$ cat src/rtl/bsws_pkg.sv
// Shared types and constants for the bounded stack with search.
package bsws_pkg;

  localparam int unsigned DataW    = 32;
  localparam int unsigned OpW      = 2;
  localparam int unsigned StatW    = 3;
  localparam int unsigned PosW     = 3;
  localparam int unsigned DefDepth = 8;

  typedef logic signed [DataW-1:0] data_t;

  typedef enum logic [OpW-1:0] {
    OP_PUSH   = 2'd0,
    OP_POP    = 2'd1,
    OP_SEARCH = 2'd2,
    OP_LIST   = 2'd3
  } opcode_e;

  typedef enum logic [StatW-1:0] {
    ST_PUSHED   = 3'd0,
    ST_FULL     = 3'd1,
    ST_EMPTY    = 3'd2,
    ST_POPPED   = 3'd3,
    ST_FOUND    = 3'd4,
    ST_NOTFOUND = 3'd5,
    ST_ENTRY    = 3'd6
  } status_e;

  typedef struct packed {
    logic load;    // take the pushed word
    logic rotate;  // move one place towards the bottom
    logic tail;    // topmost held entry: refill from the bottom cell
  } cell_ctrl_t;

endpackage

$ cat src/rtl/bsws_if.sv
// Handshake interfaces for the command and result channels.
interface bsws_in_if;
  logic                                valid;
  logic                                ready;
  logic [bsws_pkg::OpW-1:0]            opcode;
  logic signed [bsws_pkg::DataW-1:0]   operand_value;

  modport source (output valid, output opcode, output operand_value, input ready);
  modport sink   (input valid, input opcode, input operand_value, output ready);
endinterface

interface bsws_out_if;
  logic                                valid;
  logic                                ready;
  logic [bsws_pkg::StatW-1:0]          status;
  logic signed [bsws_pkg::DataW-1:0]   data_value;
  logic [bsws_pkg::PosW-1:0]           position;
  logic                                last;

  modport source (output valid, output status, output data_value, output position,
                  output last, input ready);
  modport sink   (input valid, input status, input data_value, input position,
                  input last, output ready);
endinterface

$ cat src/rtl/bsws_cell.sv
// One stack cell: holds a single entry and passes it down the ring on a walk.
module bsws_cell (
  input  logic                 clk_i,
  input  bsws_pkg::cell_ctrl_t ctrl_i,
  input  bsws_pkg::data_t      load_data_i,
  input  bsws_pkg::data_t      nbr_i,
  input  bsws_pkg::data_t      head_i,
  output bsws_pkg::data_t      data_o
);
  import bsws_pkg::*;

  data_t data_q, data_d;

  always_comb begin
    data_d = data_q;
    if (ctrl_i.load) begin
      data_d = load_data_i;
    end else if (ctrl_i.rotate) begin
      data_d = ctrl_i.tail ? head_i : nbr_i;
    end
  end

  always_ff @(posedge clk_i) begin
    data_q <= data_d;
  end

  assign data_o = data_q;

endmodule

$ cat src/rtl/bounded_stack_with_search.sv
// Bounded LIFO stack with search and listing, built as a ring of entry cells.
//
//   port    dir  words                     role
//   in_i    in   opcode, operand_value     command word
//   out_o   out  status, data_value,       result word, last marks the final
//                position, last            result of a command
//
// Push and pop answer straight from idle, with no walk. Search and list rotate
// the held entries through the bottom cell, one entry a cycle while the output
// register is free. A list gives one result per entry; a search ends with a
// closing result. Reset empties the stack; entry data is not cleared.
// A full output register stalls the walk; commands are taken only when idle.
module bounded_stack_with_search #(
  parameter int unsigned Depth = bsws_pkg::DefDepth
) (
  input  logic        clk_i,
  input  logic        rst_ni,
  bsws_in_if.sink     in_i,
  bsws_out_if.source  out_o
);
  import bsws_pkg::*;

  localparam int unsigned CntW = $clog2(Depth + 1);
  localparam int unsigned IdxW = (Depth > 1) ? $clog2(Depth) : 1;

  typedef enum logic [1:0] {
    StIdle,
    StWalk,
    StFinal
  } state_e;

  state_e          state_q, state_d;
  logic [CntW-1:0] count_q, count_d;
  logic [CntW-1:0] walk_q, walk_d;
  logic            list_q, list_d;
  data_t           key_q, key_d;
  logic            pend_v_q, pend_v_d;
  logic [PosW-1:0] pend_pos_q, pend_pos_d;

  logic            out_valid_q, out_valid_d;
  status_e         out_status_q, out_status_d;
  data_t           out_data_q, out_data_d;
  logic [PosW-1:0] out_pos_q, out_pos_d;
  logic            out_last_q, out_last_d;

  data_t           cell_q [Depth];
  cell_ctrl_t      cell_ctrl [Depth];

  logic            out_free, in_go, is_empty, is_full, walk_end;
  logic            push_go, step;
  logic [IdxW-1:0] top_idx;
  data_t           head, top;

  assign out_free = !out_valid_q || out_o.ready;
  assign in_i.ready = (state_q == StIdle) && out_free;
  assign in_go = in_i.valid && in_i.ready;
  assign is_empty = (count_q == '0);
  assign is_full = (count_q == CntW'(Depth));
  assign walk_end = (walk_q == count_q - CntW'(1));
  assign top_idx = IdxW'(count_q - CntW'(1));
  assign head = cell_q[0];
  assign top = cell_q[top_idx];

  always_comb begin
    state_d      = state_q;
    count_d      = count_q;
    walk_d       = walk_q;
    list_d       = list_q;
    key_d        = key_q;
    pend_v_d     = pend_v_q;
    pend_pos_d   = pend_pos_q;
    out_valid_d  = out_valid_q && !out_o.ready;
    out_status_d = out_status_q;
    out_data_d   = out_data_q;
    out_pos_d    = out_pos_q;
    out_last_d   = out_last_q;
    push_go      = 1'b0;
    step         = 1'b0;

    case (state_q)
      StIdle: begin
        if (in_go) begin
          out_valid_d = 1'b1;
          out_data_d  = '0;
          out_pos_d   = '0;
          out_last_d  = 1'b1;
          case (opcode_e'(in_i.opcode))
            OP_PUSH: begin
              if (is_full) begin
                out_status_d = ST_FULL;
              end else begin
                out_status_d = ST_PUSHED;
                push_go      = 1'b1;
                count_d      = count_q + CntW'(1);
              end
            end
            OP_POP: begin
              if (is_empty) begin
                out_status_d = ST_EMPTY;
              end else begin
                out_status_d = ST_POPPED;
                out_data_d   = top;
                count_d      = count_q - CntW'(1);
              end
            end
            default: begin
              if (is_empty) begin
                out_status_d = ST_EMPTY;
              end else begin
                out_valid_d = out_valid_q && !out_o.ready;
                state_d     = StWalk;
                walk_d      = '0;
                list_d      = (opcode_e'(in_i.opcode) == OP_LIST);
                key_d       = in_i.operand_value;
                pend_v_d    = 1'b0;
              end
            end
          endcase
        end
      end
      StWalk: begin
        if (out_free) begin
          step   = 1'b1;
          walk_d = walk_q + CntW'(1);
          if (list_q) begin
            out_valid_d  = 1'b1;
            out_status_d = ST_ENTRY;
            out_data_d   = head;
            out_pos_d    = PosW'(walk_q);
            out_last_d   = walk_end;
          end else if (head == key_q) begin
            // a match is held back until the next one shows it was not the last
            if (pend_v_q) begin
              out_valid_d  = 1'b1;
              out_status_d = ST_FOUND;
              out_data_d   = '0;
              out_pos_d    = pend_pos_q;
              out_last_d   = 1'b0;
            end
            pend_v_d   = 1'b1;
            pend_pos_d = PosW'(walk_q);
          end
          if (walk_end) begin
            state_d = list_q ? StIdle : StFinal;
          end
        end
      end
      StFinal: begin
        if (out_free) begin
          out_valid_d  = 1'b1;
          out_status_d = pend_v_q ? ST_FOUND : ST_NOTFOUND;
          out_data_d   = '0;
          out_pos_d    = pend_v_q ? pend_pos_q : '0;
          out_last_d   = 1'b1;
          pend_v_d     = 1'b0;
          state_d      = StIdle;
        end
      end
      default: begin
        state_d = StIdle;
      end
    endcase
  end

  always_ff @(posedge clk_i or negedge rst_ni) begin
    if (!rst_ni) begin
      state_q      <= StIdle;
      count_q      <= '0;
      walk_q       <= '0;
      list_q       <= 1'b0;
      key_q        <= '0;
      pend_v_q     <= 1'b0;
      pend_pos_q   <= '0;
      out_valid_q  <= 1'b0;
      out_status_q <= ST_PUSHED;
      out_data_q   <= '0;
      out_pos_q    <= '0;
      out_last_q   <= 1'b0;
    end else begin
      state_q      <= state_d;
      count_q      <= count_d;
      walk_q       <= walk_d;
      list_q       <= list_d;
      key_q        <= key_d;
      pend_v_q     <= pend_v_d;
      pend_pos_q   <= pend_pos_d;
      out_valid_q  <= out_valid_d;
      out_status_q <= out_status_d;
      out_data_q   <= out_data_d;
      out_pos_q    <= out_pos_d;
      out_last_q   <= out_last_d;
    end
  end

  for (genvar g = 0; g < Depth; g++) begin : g_cell
    assign cell_ctrl[g].load   = push_go && (count_q == CntW'(g));
    assign cell_ctrl[g].rotate = step && (CntW'(g) < count_q);
    assign cell_ctrl[g].tail   = (CntW'(g + 1) == count_q);

    bsws_cell u_cell (
      .clk_i       (clk_i),
      .ctrl_i      (cell_ctrl[g]),
      .load_data_i (in_i.operand_value),
      .nbr_i       (cell_q[(g + 1) % Depth]),
      .head_i      (cell_q[0]),
      .data_o      (cell_q[g])
    );
  end

  assign out_o.valid      = out_valid_q;
  assign out_o.status     = out_status_q;
  assign out_o.data_value = out_data_q;
  assign out_o.position   = out_pos_q;
  assign out_o.last       = out_last_q;

endmodule
$ cat src/flat_wrapper.sv
// flat-port wrapper written by rule: the top's interface ports become plain ports
module bounded_stack_with_search_flat import bsws_pkg::*;
#(
  parameter int unsigned Depth = bsws_pkg::DefDepth
)
  (clk_i, rst_ni, in_i_valid, in_i_opcode, in_i_operand_value, in_i_ready, out_o_valid, out_o_status, out_o_data_value, out_o_position, out_o_last, out_o_ready);
  bsws_in_if in_i_i ();
  bsws_out_if out_o_i ();
  input  logic clk_i;
  input  logic rst_ni;
  input wire logic [$bits(in_i_i.valid)-1:0] in_i_valid;
  input wire logic [$bits(in_i_i.opcode)-1:0] in_i_opcode;
  input wire logic [$bits(in_i_i.operand_value)-1:0] in_i_operand_value;
  output wire logic [$bits(in_i_i.ready)-1:0] in_i_ready;
  output wire logic [$bits(out_o_i.valid)-1:0] out_o_valid;
  output wire logic [$bits(out_o_i.status)-1:0] out_o_status;
  output wire logic [$bits(out_o_i.data_value)-1:0] out_o_data_value;
  output wire logic [$bits(out_o_i.position)-1:0] out_o_position;
  output wire logic [$bits(out_o_i.last)-1:0] out_o_last;
  input wire logic [$bits(out_o_i.ready)-1:0] out_o_ready;
  assign in_i_i.valid = in_i_valid;
  assign in_i_i.opcode = in_i_opcode;
  assign in_i_i.operand_value = in_i_operand_value;
  assign in_i_ready = in_i_i.ready;
  assign out_o_valid = out_o_i.valid;
  assign out_o_status = out_o_i.status;
  assign out_o_data_value = out_o_i.data_value;
  assign out_o_position = out_o_i.position;
  assign out_o_last = out_o_i.last;
  assign out_o_i.ready = out_o_ready;
  bounded_stack_with_search #(.Depth(Depth)) u_core (.clk_i(clk_i), .rst_ni(rst_ni), .in_i(in_i_i), .out_o(out_o_i));
endmodule
$ cat config.mk
export PLATFORM = sky130hd
export DESIGN_NAME = bounded_stack_with_search_flat
export DESIGN_NICKNAME = d
export VERILOG_FILES = /design/src/rtl/bsws_pkg.sv /design/src/rtl/bsws_if.sv /design/src/rtl/bsws_cell.sv /design/src/rtl/bounded_stack_with_search.sv /design/src/flat_wrapper.sv
export SDC_FILE = /design/constraint.sdc
export NUM_CORES = 1
export LEC_CHECK = 0
export BUFFER_PORTS_ARGS = -buffer_cell sky130_fd_sc_hd__buf_4
export CAP_MARGIN = 10
export CORE_MARGIN = 8
export CORE_UTILIZATION = 60
export DETAILED_ROUTE_END_ITERATION = 6
export GPL_ROUTABILITY_DRIVEN = 0
export HOLD_SLACK_MARGIN = 0.03
export PLACE_DENSITY = 0.75
export SYNTH_ARGS = -nofsm -noshare
export SYNTH_HDL_FRONTEND = slang
export SYNTH_SLANG_ARGS = --single-unit
$ cat constraint.sdc
create_clock -name clk_i -period 5.2 [get_ports clk_i]
set_input_delay 0 -clock clk_i [delete_from_list [all_inputs] [get_ports clk_i]]
set_output_delay 0 -clock clk_i [all_outputs]
set_load 0.01 [all_outputs]
==> out/qor.yml <==
run_status:
  status: "complete, no violations"
pwr:
  peakVddDrop_uv: 451
  cellPowerDensity_nw_per_um2: 636
  p_leak_nw: 8.39
global_route:
  overflow: 0
  grt_max_degree: 65
  grt_use_total_pct: 27.4
  antenna_found_initial: 3
  grt_pass1_vias: 14178
  grt_pass1_wl_mm: 83.5
critical_path:
  startpoint_type: "flip-flop"
  critPathSlowestCell: "nand2_2"
  r2r-start: "u_core.count_q[0]"
  r2r_end: "u_core.g_cell[0].u_cell.data_o[12]"
  path_buf_inv: 2
  rrSetupSlack_ns: 1.68
  reg2reg_depth: 8
  worstPathRequired_ns: 5.25
  slowest_delay_ns: 0.65
  cp_cell_sequence: "inv_1, ha_4, and3b_1, nand2b_1, nor2_1, nand3_2, buf_4, nand2_2"
  critPathTopFamily: "simple AND/OR/NAND/NOR gates"
  endpoint_kind: "flip-flop"
  critical_path_class: "flip-flop to flip-flop"
  cp.arrival_ns: 3.57
  worst-path-max-fanout: 33
routing:
  wl_mm: 53.9
  ant_nets: 0
  vias: 14441
  via_per_inst: 6.61
  wire_per_inst_um: 24.6
  drt_iter0_markers: 1616
  remaining_drc_errors: 0
  drtPass1Iterations: 5
clocking:
  cts_tree: "built"
  cts_sinks: 343
  clkLatencyLatePin_ns: 0.52
  root_buffer: "clkbuf_16"
  cts_made_buffers: 37
  clkTransAtPathRegs_ns: 0.06
  cts_max_path_buffers: 3
  htreeDepth: 2
floorplanning:
  die_x_um: 198
  die_area_um2: 39300
  core.rowCount: 66
  pin_count: 79
  initial_core_util_pct: 61.1
  die_h_um: 198
  core_area_um2: 32600
sta:
  period_minus_slack_ns: 3.52
  clock_skew_ns: 0.0117
  rsz0062_at_grt: "no"
  slew_headroom_pct: 26.5
  fin_setup_tns_ns: 0
  finalHoldViolCount: 0
  slew_viol_final: 0
  fmax_ghz: 0.284
  tightest_slew_ns: 1.10
  holdWs_ns: 0.0245
  setup_viol: 0
  post-route-period-util_pct: 67.6
yosys:
  synth_seq_cells: 343
  synth-edff-count: 256
  yosys_warnings: 0
  ys_seq_area_share_pct: 49.5
  ys_types: 59
  syn_inst: 1729
  synth_nets: 1776
  synthFlopType: "edfxtp_1"
  synth_area_per_cell_um2: 11.5
  async_flop_share_pct: 25.4
  synth_area_um2: 19900
placement:
  port_buffers: 78
  dp_hpwl_mm: 32.9
run:
  maxCapViolCount: 0
layout:
  nNetsFinal: 1761
  final_layout_size_suffix_gt1_share_pct: 22.2
  final.fill_count: 2380
  final_common_cell: "edfxtp_1"
  syn_to_final_growth_pct: 11.6
  final_cell_mix: "edfxtp_1 (256), mux2i_1 (194), nand2_1 (169)"
worst_hold_path:
  hp-class: "input port to asynchronous set/reset pin"
-- logic make-up (layout without fill, tap and decap cells) --
logic type | after synthesis | in the layout | share of synthesized area (%)
compound gates | 373 | 373 | 11.3
xor+xnor | 43 | 43 | 1.89
fa+ha+maj | 9 | 9 | 0.565
buf+inv | 246 | 260 | 5.28
flops | 343 | 343 | 49.5
mux | 359 | 359 | 22.7
other cells | 0 | 1 | 0
simple gates | 356 | 356 | 8.79
-- registers in the layout, summed over array words and instances (netlist names) --
| register | flops |
|---|---|
| u_core.g_cell.u_cell.data_o | 256 |
| u_core.key_q | 32 |
| u_core.out_o.data_value | 32 |
| u_core.count_q | 4 |
| u_core.walk_q | 4 |
| u_core.out_o.position | 3 |
| u_core.out_o.status | 3 |
| u_core.pend_pos_q | 3 |
| u_core.state_q | 2 |
| u_core.list_q | 1 |
| u_core.out_o.last | 1 |
| u_core.out_o.valid | 1 |
| u_core.pend_v_q | 1 |
-- layout make-up --
class                           count  area [µm²]  share of cell area [%]
Clock buffer                       50        1070                    4.80
Sequential cell                   343        9870                    44.4
Antenna cell                        1        2.50                  0.0112
Tap cell                          442         553                    2.49
Multi-Input combinational cell   1140        9190                    41.3
Timing Repair Buffer              151        1240                    5.56
Inverter                           41         154                   0.692
Clock inverter                     18         174                   0.782
-- cells in the mapped netlist (all sizes together), types with 40 or more instances --
cell type | number | area share (%)
mux4 | 64 | 7.2
buf | 59 | 1.6
mux2i | 194 | 9.7
nor2 | 45 | 0.85
dfrtp | 87 | 11
edfxtp | 256 | 39
mux2 | 101 | 5.8
o21ai | 165 | 4.1
clkbuf | 146 | 2.9
nand2 | 173 | 3.3
inv | 40 | 0.75
a31oi | 70 | 2.2
-- layer usage --
metal,part of all wire [%],vias to the layer above,global-route usage (%)
met5,0.078,-,0
met4,3.0,6,8.66
met3,11,113,6.79
met2,46,862,43.2
met1,40,7065,36.9
li1,-,6395,-
-- where the power goes --
part	leakage [nW]	total, W	internal [W]	switching, W
Combinational	4.35	0.00614	0.00275	0.00339
Clock	0.611	0.00269	0.00159	0.00109
Sequential	3.44	0.00532	0.00447	0.000856
-- worst max-delay path by stage --
stage | from | to | slack [ns] | cells past startpoint
floorplan | u_core.count_q[0] | u_core.g_cell[3].u_cell.data_o[0] | 1.45 | 12
finish | u_core.count_q[0] | u_core.g_cell[0].u_cell.data_o[12] | 1.68 | 8
CTS | u_core.count_q[0] | u_core.g_cell[0].u_cell.data_o[9] | 1.74 | 8
detailed placement | u_core.count_q[0] | u_core.g_cell[0].u_cell.data_o[12] | 1.73 | 8
global placement | u_core.count_q[0] | u_core.g_cell[0].u_cell.data_o[16] | 1.85 | 8
global route | u_core.count_q[0] | u_core.g_cell[0].u_cell.data_o[9] | 1.57 | 8
-- per-stage QoR --
step                      area (µm²)  utilization [%]  power (W)  setup WS, ns  instances
after detailed placement       20600             63.3     0.0114          1.73       2081
after floorplan                19900                -    0.00946          1.45       1729
after global placement         20600             63.3     0.0112          1.85       2081
final                          22200             68.2     0.0141          1.68       2186
after CTS                      22200             68.2     0.0141          1.74       2185
after global routing           22200             68.2     0.0148          1.57       2185
-- repair_timing --
item                                   CTS  global route
endpoints found under the hold margin  336             0
hold buffers                            36             0
gates resized for setup                  0             0
buffers inserted                         0             0
No activity file was read; power rests on OpenSTA's default activity.
